==> config.mk <==
export PLATFORM = sky130hd
export DESIGN_NAME = masked_pixel_merge_16bit
export DESIGN_NICKNAME = d
export VERILOG_FILES = /design/src/mpm_pkg.sv /design/src/mpm_regs.sv /design/src/mpm_mask_sel.sv /design/src/masked_pixel_merge_16bit.sv
export SDC_FILE = /design/constraint.sdc
export NUM_CORES = 1
export LEC_CHECK = 0
export ABC_AREA = 1
export ABC_CLOCK_PERIOD_IN_PS = 7800
export BUFFER_PORTS_ARGS = -buffer_cell sky130_fd_sc_hd__buf_2
export CAP_MARGIN = 20
export CORE_UTILIZATION = 45
export CTS_CLUSTER_DIAMETER = 200
export DETAILED_ROUTE_END_ITERATION = 16
export GPL_ROUTABILITY_DRIVEN = 1
export PLACE_DENSITY = 0.61
export SLEW_MARGIN = 20
export SYNTH_ARGS = -nofsm -noshare
export SYNTH_HDL_FRONTEND = slang
export SYNTH_SLANG_ARGS = --single-unit
==> constraint.sdc <==
create_clock -name clk -period 7.8 [get_ports clk]
set_clock_uncertainty 0.1 [all_clocks]
set_input_delay 1.17 -clock clk [delete_from_list [all_inputs] [get_ports clk]]
set_output_delay 1.17 -clock clk [all_outputs]
set_load 0.02 [all_outputs]
==> src/mpm_pkg.sv <==
// Shared types, register map and depth helpers for the masked pixel merge.
// No dependencies; used by every module in src.
`default_nettype none

package mpm_pkg;

	localparam int unsigned PIX_W  = 16;
	localparam int unsigned DIFF_W = PIX_W + 1;
	localparam int unsigned PROD_W = 2 * DIFF_W;
	localparam int unsigned SUM_W  = PROD_W + 1;
	// zero extension of a sample up to the sum width
	localparam int unsigned EXT_W  = SUM_W - PIX_W;
	localparam int unsigned ADDR_W = 3;
	localparam int unsigned DATA_W = 32;

	// register map
	localparam logic [ADDR_W-1:0] ADDR_DEPTH = 3'd0;
	localparam logic [ADDR_W-1:0] ADDR_MODE  = 3'd4;

	// depth codes
	localparam logic [1:0] DEPTH_10 = 2'd0;
	localparam logic [1:0] DEPTH_12 = 2'd1;
	localparam logic [1:0] DEPTH_14 = 2'd2;
	localparam logic [1:0] DEPTH_16 = 2'd3;

	// mask subsampling modes; the spare code behaves as 4:4:4
	localparam logic [1:0] MODE_444 = 2'd0;
	localparam logic [1:0] MODE_422 = 2'd1;
	localparam logic [1:0] MODE_420 = 2'd2;

	localparam logic [1:0] DEPTH_RESET = DEPTH_16;
	localparam logic [1:0] MODE_RESET  = MODE_444;

	typedef struct packed {
		logic [1:0] depth_code;
		logic [1:0] mask_mode;
	} cfg_t;

	function automatic logic [PIX_W-1:0] depth_max(input logic [1:0] code);
		logic [PIX_W-1:0] r;
		unique case (code)
			DEPTH_10: r = 16'h03FF;
			DEPTH_12: r = 16'h0FFF;
			DEPTH_14: r = 16'h3FFF;
			default:  r = 16'hFFFF;
		endcase
		return r;
	endfunction

	function automatic logic [3:0] depth_shift(input logic [1:0] code);
		logic [3:0] r;
		unique case (code)
			DEPTH_10: r = 4'd10;
			DEPTH_12: r = 4'd12;
			DEPTH_14: r = 4'd14;
			default:  r = 4'd15;
		endcase
		return r;
	endfunction

endpackage

`default_nettype wire

==> src/mpm_regs.sv <==
// APB-style configuration registers: sample depth and mask subsampling mode.
// Depends on mpm_pkg.
`default_nettype none

module mpm_regs (
	input  wire logic                         clk,
	input  wire logic                         arst_n,
	input  wire logic                         psel,
	input  wire logic                         penable,
	input  wire logic                         pwrite,
	input  wire logic [mpm_pkg::ADDR_W-1:0]   paddr,
	input  wire logic [mpm_pkg::DATA_W-1:0]   pwdata,
	output logic      [mpm_pkg::DATA_W-1:0]   prdata,
	output logic                              pready,
	output mpm_pkg::cfg_t                     cfg
);

	logic [1:0] depth_q;
	logic [1:0] mode_q;
	logic       wr_en;

	assign pready = 1'b1;
	assign wr_en  = psel && penable && pwrite && pready;

	always_ff @(posedge clk or negedge arst_n) begin
		if (!arst_n) begin
			depth_q <= mpm_pkg::DEPTH_RESET;
			mode_q  <= mpm_pkg::MODE_RESET;
		end else if (wr_en) begin
			if (paddr == mpm_pkg::ADDR_DEPTH) begin
				depth_q <= pwdata[1:0];
			end
			if (paddr == mpm_pkg::ADDR_MODE) begin
				mode_q <= pwdata[1:0];
			end
		end
	end

	always_comb begin
		prdata = '0;
		if (paddr == mpm_pkg::ADDR_DEPTH) begin
			prdata = {{(mpm_pkg::DATA_W-2){1'b0}}, depth_q};
		end else if (paddr == mpm_pkg::ADDR_MODE) begin
			prdata = {{(mpm_pkg::DATA_W-2){1'b0}}, mode_q};
		end
	end

	assign cfg.depth_code = depth_q;
	assign cfg.mask_mode  = mode_q;

endmodule

`default_nettype wire

==> src/mpm_mask_sel.sv <==
// Mask selection: single sample, rounded pair average or rounded quad average.
// Depends on mpm_pkg.
`default_nettype none

module mpm_mask_sel (
	input  wire logic [1:0]                mask_mode,
	input  wire logic [mpm_pkg::PIX_W-1:0] tl,
	input  wire logic [mpm_pkg::PIX_W-1:0] tr,
	input  wire logic [mpm_pkg::PIX_W-1:0] bl,
	input  wire logic [mpm_pkg::PIX_W-1:0] br,
	output logic      [mpm_pkg::PIX_W-1:0] mask
);

	logic [mpm_pkg::PIX_W:0]   pair_sum;
	logic [mpm_pkg::PIX_W:0]   left_sum;
	logic [mpm_pkg::PIX_W:0]   right_sum;
	logic [mpm_pkg::PIX_W:0]   quad_sum;
	logic [mpm_pkg::PIX_W-1:0] left_avg;
	logic [mpm_pkg::PIX_W-1:0] right_avg;

	always_comb begin
		pair_sum  = {1'b0, tl} + {1'b0, tr} + 17'd1;
		// vertical averages first, then across
		left_sum  = {1'b0, tl} + {1'b0, bl} + 17'd1;
		right_sum = {1'b0, tr} + {1'b0, br} + 17'd1;
		left_avg  = left_sum[mpm_pkg::PIX_W:1];
		right_avg = right_sum[mpm_pkg::PIX_W:1];
		quad_sum  = {1'b0, left_avg} + {1'b0, right_avg} + 17'd1;
		unique case (mask_mode)
			mpm_pkg::MODE_422: mask = pair_sum[mpm_pkg::PIX_W:1];
			mpm_pkg::MODE_420: mask = quad_sum[mpm_pkg::PIX_W:1];
			default:           mask = tl;
		endcase
	end

endmodule

`default_nettype wire

==> src/masked_pixel_merge_16bit.sv <==
// Top level of the masked pixel merge: registers, mask selection, blend pipeline.
// Depends on mpm_pkg, mpm_regs and mpm_mask_sel.
//
// One pixel may be started on every clock; busy stays low. Each accepted pixel
// gives one merged_pixel, marked by done, in start order, after it has passed
// the three register stages: mask averaging and source-minus-destination
// difference; the 17x17 signed multiply; the depth shift, add, special-case
// select and clamp. Results cannot be held off, so nothing in the pipeline ever
// stalls. Change the registers only while no pixel is in flight.
`default_nettype none

module masked_pixel_merge_16bit (
	input  wire logic                         clk,
	input  wire logic                         arst_n,
	input  wire logic                         psel,
	input  wire logic                         penable,
	input  wire logic                         pwrite,
	input  wire logic [mpm_pkg::ADDR_W-1:0]   paddr,
	input  wire logic [mpm_pkg::DATA_W-1:0]   pwdata,
	output logic      [mpm_pkg::DATA_W-1:0]   prdata,
	output logic                              pready,
	input  wire logic                         start,
	output logic                              busy,
	input  wire logic [mpm_pkg::PIX_W-1:0]    dst_pixel,
	input  wire logic [mpm_pkg::PIX_W-1:0]    src_pixel,
	input  wire logic [mpm_pkg::PIX_W-1:0]    mask_top_left,
	input  wire logic [mpm_pkg::PIX_W-1:0]    mask_top_right,
	input  wire logic [mpm_pkg::PIX_W-1:0]    mask_bottom_left,
	input  wire logic [mpm_pkg::PIX_W-1:0]    mask_bottom_right,
	output logic                              done,
	output logic      [mpm_pkg::PIX_W-1:0]    merged_pixel
);

	mpm_pkg::cfg_t cfg;

	mpm_regs u_regs (
		.clk     (clk),
		.arst_n  (arst_n),
		.psel    (psel),
		.penable (penable),
		.pwrite  (pwrite),
		.paddr   (paddr),
		.pwdata  (pwdata),
		.prdata  (prdata),
		.pready  (pready),
		.cfg     (cfg)
	);

	assign busy = 1'b0;

	// stage 1: mask and difference
	logic [mpm_pkg::PIX_W-1:0]         mask_c;
	logic                              accept;
	logic                              valid_s1;
	logic [mpm_pkg::PIX_W-1:0]         dst_s1;
	logic [mpm_pkg::PIX_W-1:0]         src_s1;
	logic [mpm_pkg::PIX_W-1:0]         mask_s1;
	logic signed [mpm_pkg::DIFF_W-1:0] diff_s1;

	assign accept = start && !busy;

	mpm_mask_sel u_mask_sel (
		.mask_mode (cfg.mask_mode),
		.tl        (mask_top_left),
		.tr        (mask_top_right),
		.bl        (mask_bottom_left),
		.br        (mask_bottom_right),
		.mask      (mask_c)
	);

	always_ff @(posedge clk or negedge arst_n) begin
		if (!arst_n) begin
			valid_s1 <= 1'b0;
		end else begin
			valid_s1 <= accept;
		end
	end

	always_ff @(posedge clk) begin
		if (accept) begin
			dst_s1  <= dst_pixel;
			src_s1  <= src_pixel;
			mask_s1 <= mask_c;
			diff_s1 <= $signed({1'b0, src_pixel}) - $signed({1'b0, dst_pixel});
		end
	end

	// stage 2: multiply
	logic [mpm_pkg::PIX_W-1:0]         weight_c;
	logic signed [mpm_pkg::PROD_W-1:0] prod_c;
	logic                              valid_s2;
	logic [mpm_pkg::PIX_W-1:0]         dst_s2;
	logic [mpm_pkg::PIX_W-1:0]         src_s2;
	logic                              zero_s2;
	logic                              full_s2;
	logic signed [mpm_pkg::PROD_W-1:0] prod_s2;

	always_comb begin
		// 16-bit depth halves the mask so the weight stays within 15 bits
		weight_c = (cfg.depth_code == mpm_pkg::DEPTH_16) ? (mask_s1 >> 1) : mask_s1;
		prod_c   = diff_s1 * $signed({1'b0, weight_c});
	end

	always_ff @(posedge clk or negedge arst_n) begin
		if (!arst_n) begin
			valid_s2 <= 1'b0;
		end else begin
			valid_s2 <= valid_s1;
		end
	end

	always_ff @(posedge clk) begin
		if (valid_s1) begin
			dst_s2  <= dst_s1;
			src_s2  <= src_s1;
			zero_s2 <= (mask_s1 == '0);
			full_s2 <= (mask_s1 == mpm_pkg::depth_max(cfg.depth_code));
			prod_s2 <= prod_c;
		end
	end

	// stage 3: shift, add, select, clamp
	logic [mpm_pkg::PIX_W-1:0]         max_c;
	logic signed [mpm_pkg::PROD_W-1:0] shifted_c;
	logic signed [mpm_pkg::SUM_W-1:0]  sum_c;
	logic signed [mpm_pkg::SUM_W-1:0]  pick_c;
	logic [mpm_pkg::PIX_W-1:0]         res_c;
	logic                              valid_s3;
	logic [mpm_pkg::PIX_W-1:0]         res_s3;

	always_comb begin
		max_c     = mpm_pkg::depth_max(cfg.depth_code);
		shifted_c = prod_s2 >>> mpm_pkg::depth_shift(cfg.depth_code);
		sum_c     = $signed({{mpm_pkg::EXT_W{1'b0}}, dst_s2})
			+ {shifted_c[mpm_pkg::PROD_W-1], shifted_c};
		priority if (zero_s2) begin
			pick_c = $signed({{mpm_pkg::EXT_W{1'b0}}, dst_s2});
		end else if (full_s2) begin
			pick_c = $signed({{mpm_pkg::EXT_W{1'b0}}, src_s2});
		end else begin
			pick_c = sum_c;
		end
		priority if (pick_c < 0) begin
			res_c = '0;
		end else if (pick_c > $signed({{mpm_pkg::EXT_W{1'b0}}, max_c})) begin
			res_c = max_c;
		end else begin
			res_c = pick_c[mpm_pkg::PIX_W-1:0];
		end
	end

	always_ff @(posedge clk or negedge arst_n) begin
		if (!arst_n) begin
			valid_s3 <= 1'b0;
		end else begin
			valid_s3 <= valid_s2;
		end
	end

	always_ff @(posedge clk) begin
		if (valid_s2) begin
			res_s3 <= res_c;
		end
	end

	assign done         = valid_s3;
	assign merged_pixel = res_s3;

	// every transfer yields a result, and no result appears otherwise
	assert property (@(posedge clk) disable iff (!arst_n)
		accept |-> ##3 done)
		else $error("accepted pixel produced no result");

	assert property (@(posedge clk) disable iff (!arst_n)
		done |-> $past(accept, 3))
		else $error("result without a matching transfer");

	// results never exceed the configured depth maximum
	assert property (@(posedge clk) disable iff (!arst_n)
		done |-> (merged_pixel <= mpm_pkg::depth_max(cfg.depth_code)))
		else $error("merged pixel above depth maximum");

endmodule

`default_nettype wire

Yosys cells after proc, flatten, opt, wreduce, memory -nomap -nowiden

Cells that the tools add are included.

Logic and storage cells: 53
Output and inout port bits: 51
Flip-flop bits (word level): 156

$add $sub $neg: 10
Shift-type cells: 1
Order comparisons: 2
$mul: 1
Reductions and logical operators: 7
Mux-type cells: 10
Eq/ne operators: 7

Operators with widths:

| operator              | number |
|---|---|
| $mux 35               | 2 |
| $add 16x16->17        | 4 |
| $add 17x1->17 const B | 4 |
| $mux 16               | 3 |
| $pmux 16 s3           | 1 |
| $add 17x34->35        | 1 |
| $gt 35x17->1          | 1 |
| $lt 35x1->1 const B   | 1 |
| $mul 17x17->34        | 1 |
| $sshr 34x4->34        | 1 |
| $mux 32               | 1 |
| $pmux 16 s2           | 1 |
| $sub 16x16->17        | 1 |
| $eq 16x16->1          | 1 |
| $logic_not 16->1      | 1 |
| $pmux 3 s3            | 1 |
| $eq 2x2->1 const B    | 3 |
| $eq 2x1->1 const B    | 2 |
| $reduce_and 2->1      | 2 |
| $eq 3x3->1 const B    | 1 |
| $logic_not 3->1       | 1 |
| $logic_and 1x1->1     | 2 |
| $logic_not 2->1       | 1 |
| $mux 2                | 1 |

Depth between registers and ports, before layout

Depth after elaboration: 8
Mapped depth: 32
Gate-level depth less buffers: 31

Cells and area by module

From an unflattened synthesis, not the netlist that was laid out.

Cell total of the unflattened synthesis: 2877
Area, all modules: 22505.3 sq um

By module, submodules not included:

| module                   | sequential area each (sq um) | times used | cells an instance | area each (sq um) |
|---|---|---|---|---|
| masked_pixel_merge_16bit | 4249.1                       | 1          | 2108              | 18247.5 |
| mpm_mask_sel             | 0.0                          | 1          | 701               | 3757.4 |
| mpm_regs                 | 102.6                        | 1          | 68                | 500.5 |

Least setup slack after synthesis

No wires, ideal clock.

Path kind: flip-flop to flip-flop
From: register u_regs.depth_q[0]
To: register prod_s2[32] in the netlist's numbering (data pin)
Clock period less this slack: 6962 ps
Stages on the path, launching flop included: 27
Setup time: 262 ps
Buffers on the path: 3
Setup slack: 838 ps
Arrival time: 6600 ps
Data required time: 7438 ps
Cell sequence: dfstp_2 > buf_4 > nand2_1 > clkbuf_1 > nand2_1 > o21ai_0 > inv_1 > clkbuf_1 > nand2_1 > fa_1 > fa_1 > fa_1 > fa_1 > inv_1 > fa_1 > inv_1 > fa_1 > inv_1 > ha_1 > nand2_1 > nor4_1 > a21oi_1 > o21ai_0 > a21oi_1 > o21ai_0 > a21oi_1 > xor2_1

Longest elaborated chain between the ends: 3

RTL lines:

| item                   | RTL line                        | text |
|---|---|---|
| start, declared        | mpm_regs.sv:18                  | `logic [1:0] depth_q;` |
| start signal, assigned | mpm_regs.sv:27                  | `depth_q <= mpm_pkg::DEPTH_RESET;` |
| start signal, assigned | mpm_regs.sv:31                  | `depth_q <= pwdata[1:0];` |
| $eq 2x2->1             | masked_pixel_merge_16bit.sv:100 | `weight_c = (cfg.depth_code == mpm_pkg::DEPTH_16) ? (mask_s1 >> 1) : mask_s1;` |
| $mux 16                | masked_pixel_merge_16bit.sv:100 |  |
| $mul 17x17->34         | masked_pixel_merge_16bit.sv:101 | `prod_c = diff_s1 * $signed({1'b0, weight_c});` |
| via prod_c, one bit    | masked_pixel_merge_16bit.sv:90  | `logic signed [mpm_pkg::PROD_W-1:0] prod_c;` |
| end signal, assigned   | masked_pixel_merge_16bit.sv:118 | `prod_s2 <= prod_c;` |
| end, declared          | masked_pixel_merge_16bit.sv:96  | `logic signed [mpm_pkg::PROD_W-1:0] prod_s2;` |

The timed path passes the listed nets, and every way through them passes these cells.
A chain may end at the register's enable or synchronous reset.

Worst setup path in the final report

Same ends and word-level chain as after synthesis.

==> metrics.csv <==
stage,metric,value,unit
status,status,"finished, final reports clean",
final_layout,diodes,0,
global_route,grt_max_degree,67,
yosys,yosys_most_used_dff,edfxtp_1,
cts,cts_max_level,4,
yosys,yosysUniqueCellTypes,57,
timing,worstMarginPinSlew,0.944,ns
timing,finalCritPeriodShare,0.940,
cts,cts_buffers,17,
worst_setup_path,cp_num_buf_inv,6,
worst_setup_path,r2r_slack,0.46,ns
worst_setup_path,crit_path_end_kind,flip-flop,
yosys,syn_inst,2647,
floorplanning,die_h,221,um
worst_setup_path,cpMaxStageDelayCell,fa_1,
yosys,synth_top_area_share,0.262,
global_route,grt-ovfl-total,0,
drt,drtIter0Drc,1307,
worst_setup_path,cp_slowest_stage_delay,0.54,ns
floorplanning,rows,79,
drt,post_drt_wl_per_cell,16.7,um
worst_setup_path,crit_fanout,26,
cts,path_clk_slew,0.07,ns
timing,period_needed,7.34,ns
drt,drc,0,
timing,tns,0,ns
cts,cts_tree,yes,
yosys,ys_ff_latch,146,
worst_setup_path,critPathMostFrequentCell,fa_1,
timing,setup_violations,0,
placed_design,globalplace.congestion,0.948,
yosys,synth_common_cells,"587 x inv_1, 513 x nand2_1, 283 x fa_1",
final_layout,drive_above_1_share,0.0887,
yosys,ys_top_cells_by_area,"fa_1 26%, edfxtp_1 19%, ha_1 11%, inv_1 10%, nand2_1 8.9%",
cts,clk_latency,0.43,ns
timing,rsz0062_at_grt,no,
timing,maxSlewViolCount,0,
cts,cts-hold-fix-buffers,0,
placed_design,dpl.cell_count,3359,
global_route,grt_pass1_wl,93000,um
drt,viasPerCell,5.22,
worst_setup_path,startpoint,u_regs.depth_q[0],
worst_setup_path,path_delay_family,adder cells,
global_route,antenna_found_initial,0,
floorplanning,io_pins,188,
worst_setup_path,reg2reg_from,u_regs.depth_q[0],
drt,wl_met1,24900,um
final_layout,fin_cells,3391,
yosys,async_flop_share,0.0479,
timing,max_slew_margin,0.371,
yosys,synth.avg_cell_area,8.16,sq um
drt,route.met3.wl,3420,um
global_route,grt_pass1_vias,18120,
timing,hold_viol_final,0,
yosys,synth.most_common_cell,inv_1,
final_layout,area_delta_synth_final,8.70,%
drt,ant_nets,0,
cts,cts_sinks,146,
worst_hold_path,hold_path_class,reg -> reg,
placed_design,numPortBuffers,125,
yosys,yosysWarnings,0,
drt,top_layer,met4,
worst_hold_path,min_path_cells,0,
worst_hold_path,hold_path_end,src_s2[11],
drt,drt_wl_total,56500,um
yosys,synth_area_leader_cell,fa_1,
floorplanning,die-area,48900,sq um
floorplanning,die_x,221,um
yosys,synth_edf_count,139,
cts,root_buffer,clkbuf_16,
floorplanning,start_util,0.460,
yosys,ys_seq_area_frac,0.201,
worst_hold_path,worstHoldStart,src_s1[11],
drt,wl_met2,26200,um
final_layout,nets,3377,
job,max_cap_violations,0,
timing,max_freq,136,MHz
yosys,syn_area,21600,sq um
worst_setup_path,required,7.87,ns
worst_setup_path,critPathArrivalTime,7.41,ns
worst_setup_path,reg2reg_to,prod_s2[32],
worst_setup_path,worstSetupPathType,reg -> reg,
drt,dr.pass1.iters,6,
worst_setup_path,start_kind,flip-flop,
cts,clk_path_buf_depth,2,
floorplanning,core_area,47000,sq um
placed_design,hpwl,46800,um
global_route,grt_use_total,0.240,
drt,num_vias,17692,
worst_setup_path,ff2ff_path_depth,26,
-- timing repair --
item	in CTS	in global routing
resized for setup	0	2
setup buffers	0	0
setup endpoints to repair	0	3
-- cells in the final DEF (no fill, tap or decap), types with 30 or more instances in the layout --
| master | n |
|---|---|
| edfxtp_1 | 139 |
| buf_4 | 39 |
| inv_1 | 586 |
| xnor2_1 | 30 |
| ha_1 | 186 |
| nand2_1 | 513 |
| nand3_1 | 89 |
| conb_1 | 32 |
| fa_1 | 283 |
| o21ai_0 | 94 |
| nor2_1 | 206 |
| buf_2 | 125 |
| xor2_1 | 47 |
| a21oi_1 | 184 |
-- layout make-up --
class	instances	area [sq um]
Timing Repair Buffer	164	918
Multi-Input combinational cell	1842	14600
Clock buffer	19	433
Inverter	600	2250
Sequential cell	146	4350
Fill cell	4576	23500
Tap cell	607	759
Clock inverter	13	158
-- flip-flops by register name (all words and copies together) (netlist names) --
signal	count
merged_pixel	16
u_regs.mode_q	2
dst_s1	16
diff_s1	17
mask_s1	16
valid_s2	1
u_regs.depth_q	2
valid_s1	1
zero_s2	1
done	1
dst_s2	16
full_s2	1
src_s2	16
src_s1	16
prod_s2	24
-- cells by family (layout without fill, tap and decap cells) --
group | after synthesis | in the layout | share of synthesized area
simple gates | 890 | 890 | 0.172
fa+ha+maj | 469 | 469 | 0.370
buf+inv | 689 | 796 | 0.127
compound gates | 374 | 374 | 0.0979
other cells | 2 | 32 | 0.000348
xor+xnor | 77 | 77 | 0.0312
flops | 146 | 146 | 0.201
-- worst reg2reg max path, delay by kind of cell, from the launching register on --
kind | cells | cell delay (ns)
xor gates and xnor gates | 1 | 0.09
AOI/OAI and AO/OA | 7 | 1.88
and+or+nand+nor | 5 | 0.46
DFF | 1 | 0.53
buffers and inverters | 6 | 0.69
adders and majority gates | 7 | 3.34
-- routing by layer --
layer / GRT usage / vias to the layer above
met2: 0.398 / 599
met3: 0.0285 / 93
met5: 0 / -
met1: 0.322 / 8530
li1: - / 8470
met4: 0.0916 / 0
-- worst max path at each step --
stage / to / slack (ns) / depth (start not counted)
6_report: prod_s2[32] / 0.46 / 26
5_1_grt: prod_s2[32] / 0.11 / 26
3_3_place_gp: prod_s2[32] / 0.43 / 25
4_1_cts: prod_s2[32] / 0.28 / 25
3_5_place_dp: prod_s2[32] / 0.29 / 25
2_1_floorplan: prod_s2[32] / 0.84 / 26
-- per-stage QoR --
step                worst slack, ns  instance area (sq um)  hold WS, ns   util
floorplan                     0.838                  21700        0.300      -
global placement              0.434                  22900        0.303  0.488
detailed placement            0.294                  22900        0.305  0.488
CTS                           0.276                  23500        0.316  0.500
global route                  0.111                  23500        0.318  0.500
finish                        0.465                  23500        0.313  0.500
Power is not shown: default switching activity piles up to over one toggle a cycle in this logic, so the estimate is an artifact.
